<file path="config.mk">
export PLATFORM = sky130hd
export DESIGN_NAME = tgard_front
export DESIGN_NICKNAME = d
export VERILOG_FILES = /design/src/sv/tgard_pkg.sv /design/src/sv/tgard_front.sv
export SDC_FILE = /design/constraint.sdc
export NUM_CORES = 1
export LEC_CHECK = 0
export ABC_AREA = 1
export BUFFER_PORTS_ARGS = -buffer_cell sky130_fd_sc_hd__clkbuf_2
export CORE_MARGIN = 5
export CORE_UTILIZATION = 45
export DETAILED_ROUTE_END_ITERATION = 7
export GPL_TIMING_DRIVEN = 0
export HOLD_SLACK_MARGIN = 0.05
export MAX_ROUTING_LAYER = met4
export PLACE_DENSITY_LB_ADDON = 0.2
export SYNTH_ARGS = -nofsm -noshare
export SYNTH_HDL_FRONTEND = slang
export SYNTH_SLANG_ARGS = --single-unit
export TNS_END_PERCENT = 30
</file>
<file path="constraint.sdc">
create_clock -name clk -period 12.53 [get_ports clk]
set_input_delay 1.8795 -clock clk [delete_from_list [all_inputs] [get_ports clk]]
set_output_delay 1.8795 -clock clk [all_outputs]
set_load 0.01 [all_outputs]
</file>
<file path="src/sv/tgard_pkg.sv">
`timescale 1ns / 1ps
`default_nettype none
// ----------------------------------------------------------------------------
// tgard_pkg
// Shared types, codes and color conversion for the TGA RLE pixel decoder.
// ----------------------------------------------------------------------------
package tgard_pkg;

	// input operation codes
	typedef enum logic [1:0] {
		OP_START = 2'd0,
		OP_PAL   = 2'd1,
		OP_DATA  = 2'd2,
		OP_ADV   = 2'd3
	} op_t;

	// result status codes
	localparam logic [2:0] ST_TAKEN   = 3'd0;
	localparam logic [2:0] ST_PIXEL   = 3'd1;
	localparam logic [2:0] ST_BUSY    = 3'd2;
	localparam logic [2:0] ST_INDEX   = 3'd3;
	localparam logic [2:0] ST_IGNORED = 3'd4;

	// configuration register indexes
	localparam logic [2:0] REG_IMAGE_TYPE  = 3'd0;
	localparam logic [2:0] REG_PIXEL_DEPTH = 3'd1;
	localparam logic [2:0] REG_PAL_DEPTH   = 3'd2;
	localparam logic [2:0] REG_WIDTH       = 3'd3;
	localparam logic [2:0] REG_HEIGHT      = 3'd4;
	localparam logic [2:0] REG_ORIGIN      = 3'd5;
	localparam logic [2:0] REG_PAL_FIRST   = 3'd6;
	localparam logic [2:0] REG_PAL_LENGTH  = 3'd7;

	// color source for a pixel in flight
	typedef enum logic [1:0] {
		SEL_DIRECT = 2'd0,
		SEL_PAL    = 2'd1,
		SEL_RUN    = 2'd2
	} sel_t;

	typedef struct packed {
		logic [3:0]  image_type;
		logic [5:0]  pixel_depth;
		logic [5:0]  pal_depth;
		logic [12:0] image_width;
		logic [12:0] image_height;
		logic [1:0]  origin_bits;
		logic [15:0] pal_first;
		logic [15:0] pal_length;
	} cfg_t;

	// palette memory access from the front end
	typedef struct packed {
		logic        we;
		logic [15:0] waddr;
		logic [31:0] wdata;
		logic        re;
		logic [15:0] raddr;
	} pal_req_t;

	// stage one result
	typedef struct packed {
		logic [2:0]  status;
		sel_t        sel;
		logic [31:0] rgba;
		logic [11:0] x;
		logic [11:0] y;
		logic        run_pending;
		logic        last;
		logic        cap_run;
	} s1_t;

	function automatic logic [7:0] widen5(input logic [4:0] v);
		widen5 = {v, v[4:2]};
	endfunction

	// stored color to rgba, red in the low byte
	function automatic logic [31:0] convert_color(input logic [31:0] v,
			input logic [5:0] bits);
		if (bits == 6'd15 || bits == 6'd16)
			convert_color = {8'hFF, widen5(v[4:0]), widen5(v[9:5]), widen5(v[14:10])};
		else if (bits == 6'd24)
			convert_color = {8'hFF, v[7:0], v[15:8], v[23:16]};
		else
			convert_color = {v[31:24], v[7:0], v[15:8], v[23:16]};
	endfunction

endpackage
`default_nettype wire

</file>
<file path="src/sv/tgard_front.sv">
`timescale 1ns / 1ps
`default_nettype none
// ----------------------------------------------------------------------------
// tgard_front
// Packet parsing, pixel assembly, position tracking and stage one register.
// ----------------------------------------------------------------------------
module tgard_front #(
	parameter int PALETTE_DEPTH = 256,
	parameter int MAX_DIM       = 4096
) (
	input  wire logic                clk,
	input  wire logic                arst_n,
	input  wire tgard_pkg::cfg_t     cfg,
	input  wire logic                s_tvalid,
	output logic                     s_tready,
	input  wire logic [55:0]         s_tdata,
	input  wire logic [1:0]          s_tuser,
	input  wire logic                adv,
	output logic                     s1_valid,
	output tgard_pkg::s1_t           s1,
	output tgard_pkg::pal_req_t      pal
);
	import tgard_pkg::*;

	localparam logic [16:0] PAL_DEPTH_W = 17'(PALETTE_DEPTH);
	localparam logic [16:0] MAX_DIM_W   = 17'(MAX_DIM);

	typedef enum logic [2:0] {
		PH_IDLE   = 3'b001,
		PH_ACTIVE = 3'b010,
		PH_RUNCOL = 3'b100
	} phase_t;

	phase_t      phase_q, phase_n;
	logic [31:0] ba_q, ba_n, ba_t;
	logic [2:0]  bg_q, bg_n, bg_t, npb;
	logic [12:0] col_q, col_n, row_q, row_n, fw_q, fw_n, fh_q, fh_n, col_inc;
	logic [25:0] left_q, left_n;
	logic [7:0]  run_q, run_n, raw_q, raw_n, count;
	logic [12:0] x_full, y_full;
	logic [15:0] pidx_raw, pidx;
	logic [3:0]  npb_raw;
	logic        accept, emit, pal_err;
	op_t         op;
	s1_t         s1_n;
	logic [7:0]  dbyte;

	assign op       = op_t'(s_tuser);
	assign dbyte    = s_tdata[7:0];
	assign s_tready = !s1_valid || adv;
	assign accept   = s_tvalid && s_tready;

	function automatic logic [12:0] clamp_dim(input logic [12:0] d);
		if (d == 13'd0)
			clamp_dim = 13'd1;
		else if ({4'b0, d} > MAX_DIM_W)
			clamp_dim = MAX_DIM_W[12:0];
		else
			clamp_dim = d;
	endfunction

	// bytes per stored pixel, clamped to one through four
	always_comb begin
		npb_raw = 4'(({1'b0, cfg.pixel_depth} + 7'd7) >> 3);
		if (npb_raw == 4'd0)
			npb = 3'd1;
		else if (npb_raw > 4'd4)
			npb = 3'd4;
		else
			npb = npb_raw[2:0];
	end

	// next state for the accepted item
	always_comb begin
		phase_n = phase_q;
		ba_n    = ba_q;
		bg_n    = bg_q;
		col_n   = col_q;
		row_n   = row_q;
		fw_n    = fw_q;
		fh_n    = fh_q;
		left_n  = left_q;
		run_n   = run_q;
		raw_n   = raw_q;
		emit    = 1'b0;
		s1_n    = '0;
		s1_n.status = ST_TAKEN;
		s1_n.sel    = SEL_DIRECT;
		pal     = '0;
		count   = 8'({1'b0, dbyte[6:0]} + 8'd1);
		ba_t    = ba_q | ({24'b0, dbyte} << {bg_q[1:0], 3'b000});
		bg_t    = bg_q + 3'd1;
		pidx_raw = (npb == 3'd2) ? ba_t[15:0] : {8'b0, ba_t[7:0]};
		pidx    = pidx_raw - cfg.pal_first;
		pal_err = (pidx_raw < cfg.pal_first) || (pidx >= cfg.pal_length) ||
			({1'b0, pidx} >= PAL_DEPTH_W);
		x_full  = '0;
		y_full  = '0;
		col_inc = col_q + 13'd1;

		unique case (op)
			OP_START: begin
				fw_n    = clamp_dim(cfg.image_width);
				fh_n    = clamp_dim(cfg.image_height);
				left_n  = fw_n * fh_n;
				col_n   = '0;
				row_n   = '0;
				run_n   = '0;
				raw_n   = '0;
				ba_n    = '0;
				bg_n    = '0;
				phase_n = PH_ACTIVE;
			end
			OP_PAL: begin
				if ({1'b0, s_tdata[23:8]} < PAL_DEPTH_W) begin
					pal.we    = 1'b1;
					pal.waddr = s_tdata[23:8];
					pal.wdata = convert_color(s_tdata[55:24], cfg.pal_depth);
				end else begin
					s1_n.status = ST_IGNORED;
				end
			end
			OP_ADV: begin
				if (phase_q == PH_ACTIVE && run_q != 8'd0) begin
					run_n     = run_q - 8'd1;
					emit      = 1'b1;
					s1_n.sel  = SEL_RUN;
				end else begin
					s1_n.status = ST_IGNORED;
				end
			end
			OP_DATA: begin
				if (phase_q == PH_IDLE) begin
					s1_n.status = ST_IGNORED;
				end else if (phase_q == PH_ACTIVE && run_q != 8'd0) begin
					s1_n.status = ST_BUSY;
				end else if (phase_q == PH_ACTIVE && cfg.image_type >= 4'd9 &&
						raw_q == 8'd0) begin
					// packet header, count clamped to what is left
					if ({18'b0, count} > left_q)
						count = left_q[7:0];
					if (dbyte[7]) begin
						run_n   = count;
						phase_n = PH_RUNCOL;
					end else begin
						raw_n = count;
					end
				end else if (bg_t >= npb) begin
					ba_n = '0;
					bg_n = '0;
					if (cfg.image_type[2:0] == 3'd1 && pal_err) begin
						phase_n     = PH_IDLE;
						run_n       = '0;
						raw_n       = '0;
						s1_n.status = ST_INDEX;
					end else begin
						emit = 1'b1;
						if (cfg.image_type[2:0] == 3'd1) begin
							s1_n.sel = SEL_PAL;
							pal.re    = 1'b1;
							pal.raddr = pidx;
						end else if (cfg.image_type[2:0] == 3'd3) begin
							s1_n.rgba = {8'hFF, ba_t[7:0], ba_t[7:0], ba_t[7:0]};
						end else begin
							s1_n.rgba = convert_color(ba_t, cfg.pixel_depth);
						end
						if (phase_q == PH_RUNCOL) begin
							phase_n      = PH_ACTIVE;
							s1_n.cap_run = 1'b1;
							if (run_q != 8'd0)
								run_n = run_q - 8'd1;
						end else if (raw_q != 8'd0) begin
							raw_n = raw_q - 8'd1;
						end
					end
				end else begin
					ba_n = ba_t;
					bg_n = bg_t;
				end
			end
			default: ;
		endcase

		// pixel position and frame end
		if (emit) begin
			s1_n.status = ST_PIXEL;
			x_full = cfg.origin_bits[0] ? (fw_q - 13'd1 - col_q) : col_q;
			y_full = cfg.origin_bits[1] ? row_q : (fh_q - 13'd1 - row_q);
			s1_n.x    = x_full[11:0];
			s1_n.y    = y_full[11:0];
			s1_n.last = (left_q <= 26'd1);
			if (col_inc >= fw_q) begin
				col_n = '0;
				row_n = row_q + 13'd1;
			end else begin
				col_n = col_inc;
			end
			if (left_q != 26'd0)
				left_n = left_q - 26'd1;
			if (s1_n.last) begin
				phase_n = PH_IDLE;
				run_n   = '0;
				raw_n   = '0;
				ba_n    = '0;
				bg_n    = '0;
			end
		end
		s1_n.run_pending = (run_n != 8'd0);
		if (!accept)
			pal = '0;
	end

	// decoder state
	always_ff @(posedge clk or negedge arst_n) begin
		if (!arst_n) begin
			phase_q <= PH_IDLE;
			ba_q    <= '0;
			bg_q    <= '0;
			col_q   <= '0;
			row_q   <= '0;
			fw_q    <= 13'd1;
			fh_q    <= 13'd1;
			left_q  <= 26'd1;
			run_q   <= '0;
			raw_q   <= '0;
		end else if (accept) begin
			phase_q <= phase_n;
			ba_q    <= ba_n;
			bg_q    <= bg_n;
			col_q   <= col_n;
			row_q   <= row_n;
			fw_q    <= fw_n;
			fh_q    <= fh_n;
			left_q  <= left_n;
			run_q   <= run_n;
			raw_q   <= raw_n;
		end
	end

	// stage one register
	always_ff @(posedge clk or negedge arst_n) begin
		if (!arst_n)
			s1_valid <= 1'b0;
		else if (accept)
			s1_valid <= 1'b1;
		else if (adv)
			s1_valid <= 1'b0;
	end

	always_ff @(posedge clk) begin
		if (accept)
			s1 <= s1_n;
	end

	a_idle_no_run: assert property (@(posedge clk) disable iff (!arst_n)
		phase_q == PH_IDLE |-> run_q == 8'd0 && raw_q == 8'd0)
		else $error("run or raw count left while idle");
	a_runcol_has_run: assert property (@(posedge clk) disable iff (!arst_n)
		phase_q == PH_RUNCOL |-> run_q != 8'd0 && raw_q == 8'd0)
		else $error("run color phase without a run");
endmodule
`default_nettype wire
</file>
==> impl_metrics.toml, run 1 <==
[sta]
worst_slack_ns = 4.04
min_period_over_period = 0.678
slew_headroom = 0.249
rsz0062_at_grt = "no"
fin_crit_ns = 8.49
final_hold_viol_count = 0
worst_slew_pin_slew_ns = 1.12
drv_slew = 0
finalSetupTns_ns = 0
timing.fmax_mhz = 118
finClkSkew_ns = 0.0193
fin_hold_ws_ns = 0.503
setup-violations-final = 0

[power_and_ir_drop]
swShare = 0.493
p_clk_frac = 0.170
pwr-share-seq = 0.266
p_total_w = 0.00341
combPwrFrac = 0.564
ir_drop_uv = 137
power.internal_w = 0.00173
powerDensity_mw_per_mm2 = 144
power_leakage_nw = 12.0
switchingPower_w = 0.00168

[floorplanning]
die_h_microns = 225
die_w_microns = 225
core-area_sq_mm = 0.0463
die_area_sq_mm = 0.0508
rows = 79
start_util = 0.451
io_pins = 270

[worst_setup_path]
slowest_delay_ns = 0.55
worstSetupStartpointType = "input pin"
worst_ep_required_time_ns = 12.92
reg2reg_slack_ns = 7.30
critPathKind = "input pin to flop"
crit_arrival_ns = 8.88
worst_path_max_delay_cell = "fa_1"
critPathMaxFanout = 10
rr_worst_depth = 29
rr_startpoint = "bg_q[1]"
r2r_end = "s1[17]"
endpoint_kind = "flop"

[cells_and_area]
nNetsFinal = 3595
fillers = 4595
postLayoutCoreUtil = 0.511
final_common_cell = "nand2_1"
syn2layout_area_growth_pct = 13.2
drive_gt1_frac = 0.107
mostFrequentLayoutCells = "nand2_1 (579), inv_1 (502), nor2_1 (271), clkbuf_2 (247), o21ai_0 (238)"

[hold_path]
worst_hold_path.endpoint = "fh_q[6]"
hold_depth = 2
min_from = "fh_q[6]"
hold_class = "flop to flop"

[status]
outcome = "complete, no violations"

[clock_tree]
cts_buffers = 17
clock_sinks = 195
cts_tree = "built"
cts_hold_buf = 0
cts.clk_slew.worst_paths_ns = 0.08
cts_setup_buffers = 0
cts_resized = 0
h-tree-depth = 4
cts_root_buf = "clkbuf_16"
cts_buffer_depth = 2
clk_latency_ns = 0.48

[placement]
pre_cts_ws_ns = 3.75
io_buffers = 248
gp_congestion = 0.964
hpwl_microns = 54100

[global_route]
antenna_found_initial = 1
grt_max_degree = 87
grt_pass1_wl_microns = 105000
grt_pass1_vias = 19900
grt_overflow = 0
grt_usage = 0.264

[detailed_routing]
drt-vias-per-instance = 5.42
drcViolationCount = 0
vias = 20600
routedWlPerCell_microns = 17.4
dr.pass1.iters = 7
drt_iter0_markers = 1644
drt_wl_total_microns = 66200
ant_nets = 0

[yosys]
yosysSeqAreaShare = 0.249
ys_warn_count = 0
synthAdderAreaFrac = 0.213
synthMuxAreaShare = 0.000479
synth-simple-area-share = 0.200
synthFlopType = "dfrtp_1"
synthCells = 2891
syn_area_per_cell_sq_um = 7.22
async_flop_share = 0.672
synth-edff-count = 64
synth-xor-area-share = 0.0377
synth_top_family_by_area = "adder cells"
syn_area_sq_mm = 0.0209
ys_types = 56
synth-compound-area-share = 0.178
synth_seq_cells = 195

[run]
drv_cap = 0
## state kept, by name (all words and copies together) (netlist names)
name	cells
s1	64
ba_q	32
left_q	26
col_q	13
fw_q	13
fh_q	12
row_q	12
raw_q	8
run_q	8
bg_q	3
phase_q	3
s1_valid	1
## synthesized netlist by cell type (2+ instances only)
cell type  instances  area, sq um
nand2_1          579         2170
inv_1            502         1880
nor2_1           271         1020
o21ai_0          238         1190
a21oi_1          185          926
ha_1             157         1960
dfrtp_1          127         3180
fa_1             124         2480
clkbuf_1          93          349
nand3_1           90          450
o22ai_1           75          469
xor2_1            67          587
edfxtp_1          64         1920
o211ai_1          34          255
a22oi_1           31          233
nor3_1            28          140
xnor2_1           23          201
a221oi_1          20          175
buf_4             20          150
nand4_1           18          113
o21ai_1           16         80.1
nor4_1            15         93.8
clkinv_1          12         45.0
a31oi_1           11         68.8
o21bai_1          10         75.1
buf_2              7         35.0
o31ai_1            7         52.6
a211oi_1           6         45.0
and2_1             6         37.5
buf_1              6         22.5
or2_2              5         31.3
dfstp_2            4          105
nand3b_1           4         30.0
a21boi_0           3         22.5
inv_2              3         11.3
nand2_2            3         18.8
nand2_4            3         33.8
nor2_2             3         18.8
a21o_1             2         15.0
buf_6              2         22.5
o2bb2ai_1          2         17.5
## how the worst max path moves through the flow
stage	startpoint	end	slack [ns]
2_1_floorplan	cfg[38]	left_q[20]	4.91
3_3_place_gp	cfg[38]	left_q[20]	3.83
3_5_place_dp	cfg[38]	left_q[20]	3.75
4_1_cts	cfg[38]	left_q[20]	4.23
5_1_grt	cfg[38]	left_q[20]	3.58
6_report	cfg[43]	left_q[20]	4.04
## worst max-delay path: cells and delay by family
family	cells	cell delay, ns
xor+xnor	1	0.22
simple gates	8	1.42
compound gates	8	1.63
buf+inv	6	0.79
fa+ha+maj	6	2.93
## routing by layer
| metal | track usage | part of all wire |
|---|---|---|
| met3 | 0.0323 | 0.063 |
| met1 | 0.360 | 0.45 |
| met2 | 0.417 | 0.46 |
| met5 | - | 0 |
| met4 | 0.0767 | 0.024 |
## power by group through the flow
stage	Sequential [W]	Combinational [W]	Clock [W]
floorplan	0.000895	0.00138	0
global placement	0.000916	0.00185	0
detailed placement	0.000918	0.00189	0
CTS	0.000905	0.00190	0.000591
global route	0.000922	0.00216	0.000614
finish	0.000908	0.00192	0.000582
## through the flow
stage / cells / area, sq um
5_1_grt: 3797 / 23600
6_report: 3797 / 23600
4_1_cts: 3796 / 23600
3_3_place_gp: 3761 / 22900
2_1_floorplan: 2906 / 20900
3_5_place_dp: 3764 / 23000
## cells by family after synthesis
logic type	Yosys count
buffers and inverters	646
and+or+nand+nor	1028
DFF	195
other	1
AOI/OAI and AO/OA	649
adders and majority gates	281
muxes	1
xor gates and xnor gates	90
## cell type report
class | count | area (sq um) | area share
Antenna cell | 1 | 2.50 | 0.000106
Buffer | 128 | 581 | 0.0246
Clock buffer | 17 | 425 | 0.0180
Clock inverter | 15 | 191 | 0.00810
Inverter | 518 | 1950 | 0.0824
Multi-Input combinational cell | 2065 | 13200 | 0.559
Sequential cell | 195 | 5200 | 0.220
Tap cell | 607 | 759 | 0.0321
Timing Repair Buffer | 251 | 1320 | 0.0557
Power figures use the tool's default switching activity.
==> inputs of run 2 (changes only) <==
Clock period 12.53 ns to 7.9 ns, I/O delays scaled along.
==> run 2 against run 1 <==
  * Worst hold slack barely moved
  * Final cell count fell by 0.11%
  * Register-to-register slack got worse by 4.6 ns
  * Clock-buffer cell count did not move
  * Largest power group unchanged
  * Largest cell class unchanged
  * Clock skew barely moved
  * Utilization barely moved
  * Die area did not move
  * Critical path depth fell by 1
  * Setup slack got worse by 3.5 ns
  * Non-clock buffer count fell by 4
  * Global-route usage did not move
==> impl_metrics.toml, run 2 (synthesis gave the netlist of run 1 again) <==
[status]
outcome = "complete, no violations"

[detailed_routing]
drt_wl_total_microns = 66200
drt-vias-per-instance = 5.42
met1_length_microns = 29800
dr.pass1.iters = 8
vias = 20600
ant_nets = 0
routedWlPerCell_microns = 17.5
drt_iter0_markers = 1702
met2_length_microns = 30600
dr.max_layer_used = "met4"
drcViolationCount = 0
dr_wl_met3_microns = 4220

[placement]
gp_congestion = 0.964
io_buffers = 248
hpwl_microns = 54100

[clock_tree]
cts.clk_slew.worst_paths_ns = 0.08
clock_sinks = 195
clk_latency_ns = 0.48
cts_root_buf = "clkbuf_16"
h-tree-depth = 4
cts_buffer_depth = 2
cts_buffers = 17
cts_tree = "built"
cts_hold_buf = 0

[worst_setup_path]
worst_path_max_delay_cell = "fa_1"
critPathKind = "input pin to flop"
critPathMaxFanout = 11
endpoint_kind = "flop"
slowest_delay_ns = 0.55
crit_arrival_ns = 7.80
worstSetupStartpointType = "input pin"
worst_ep_required_time_ns = 8.29

[cells_and_area]
final_common_cell = "nand2_1"
largestRegisters = "s1 x64, ba_q x32, left_q x26"
drive_gt1_frac = 0.110
fillers = 4593
nNetsFinal = 3591
seq_area_sq_mm = 0.00520
mostFrequentLayoutCells = "nand2_1 (577), inv_1 (500), nor2_1 (271), clkbuf_2 (250), o21ai_0 (237)"
multiInputGateArea_sq_mm = 0.0132
largest_reg_flops = 64
syn2layout_area_growth_pct = 13.2
largest_register = "s1"
postLayoutCoreUtil = 0.511

[sta]
timing.fmax_mhz = 135
setup-violations-final = 0
min_period_over_period = 0.938
fin_crit_ns = 7.41
slew_headroom = 0.249
rsz0062_at_grt = "no"
finClkSkew_ns = 0.0190
worst_slew_pin_slew_ns = 1.12
final_hold_viol_count = 0
drv_slew = 0

[power_and_ir_drop]
powerDensity_mw_per_mm2 = 229
power_leakage_nw = 12.0
ir_drop_uv = 216
p_total_w = 0.00541

[run]
drv_cap = 0

[global_route]
grt_max_degree = 87
antenna_found_initial = 1
grt_overflow = 0
grt_pass1_vias = 19900
grt_usage = 0.264
grt_pass1_wl_microns = 105000

[floorplanning]
io_pins = 270
core-area_sq_mm = 0.0463
die_h_microns = 225
die_area_sq_mm = 0.0508
die_w_microns = 225
rows = 79
start_util = 0.451

[hold_path]
hold_class = "flop to flop"
[run 2: cell count changes in the layout (fill, tap and decap cells not counted), sizes merged]
| cell | delta |
|---|---|
| inv | -2 |
| clkbuf | -4 |
| clkinvlp | +3 |
| clkinv | -1 |
[run 2: per-stage QoR]
stage	setup slack, ns	area, sq um	hold WS [ns]	std cells	TNS (ns)
4_1_cts	0.290	23600	0.504	3796	0
2_1_floorplan	0.972	20900	0.453	2906	0
3_5_place_dp	-0.187	23000	0.484	3764	-0.217
6_report	0.488	23600	0.503	3793	0
3_3_place_gp	-0.101	22900	0.470	3761	-0.101
5_1_grt	0.111	23600	0.529	3793	0
[run 2: final cells by class]
type                            instances  area share
Clock inverter                         15     0.00810
Clock buffer                           17      0.0180
Timing Repair Buffer                  251      0.0557
Tap cell                              607      0.0321
Sequential cell                       195       0.220
Antenna cell                            1    0.000106
Buffer                                124      0.0241
Inverter                              518      0.0828
Multi-Input combinational cell       2065       0.559
[run 2: final timing paths]
check / from / endpoint / slack, ns / depth (start not counted)
min: fh_q[6] / fh_q[6] / 0.50 / 2
min in group asynchronous: arst_n / phase_q[2] / 0.65 / 1
max reg2reg: bg_q[1] / s1[17] / 2.69 / 29
max: cfg[43] / left_q[20] / 0.49 / 28
max in group asynchronous: arst_n / fw_q[0] / 6.43 / 2
min reg2reg: fh_q[6] / fh_q[6] / 0.50 / 2
[run 2: worst max-delay path, delay by kind of cell]
kind,cells,cell delay (ns)
fa+ha+maj,6,2.88
simple gates,8,1.42
xor+xnor,1,0.22
buf+inv,5,0.56
compound gates,8,1.53
[run 2: what timing repair did]
| item | 4_1_cts | 5_1_grt |
|---|---|---|
| gates resized for setup | 0 | 12 |
| setup endpoints to repair | 0 | 2 |
| buffers inserted | 0 | 0 |
[run 2: power by group]
part | internal (W) | switching, W
clock network | 0.000435 | 0.000487
registers | 0.00126 | 0.000183
logic | 0.00105 | 0.00200
total | 0.00275 | 0.00267
[run 2: routing by layer]
metal / vias to the layer above / GRT usage
met5: - / -
met2: 776 / 0.417
met4: 0 / 0.0767
met3: 104 / 0.0323
met1: 9746 / 0.360
li1: 9939 / -
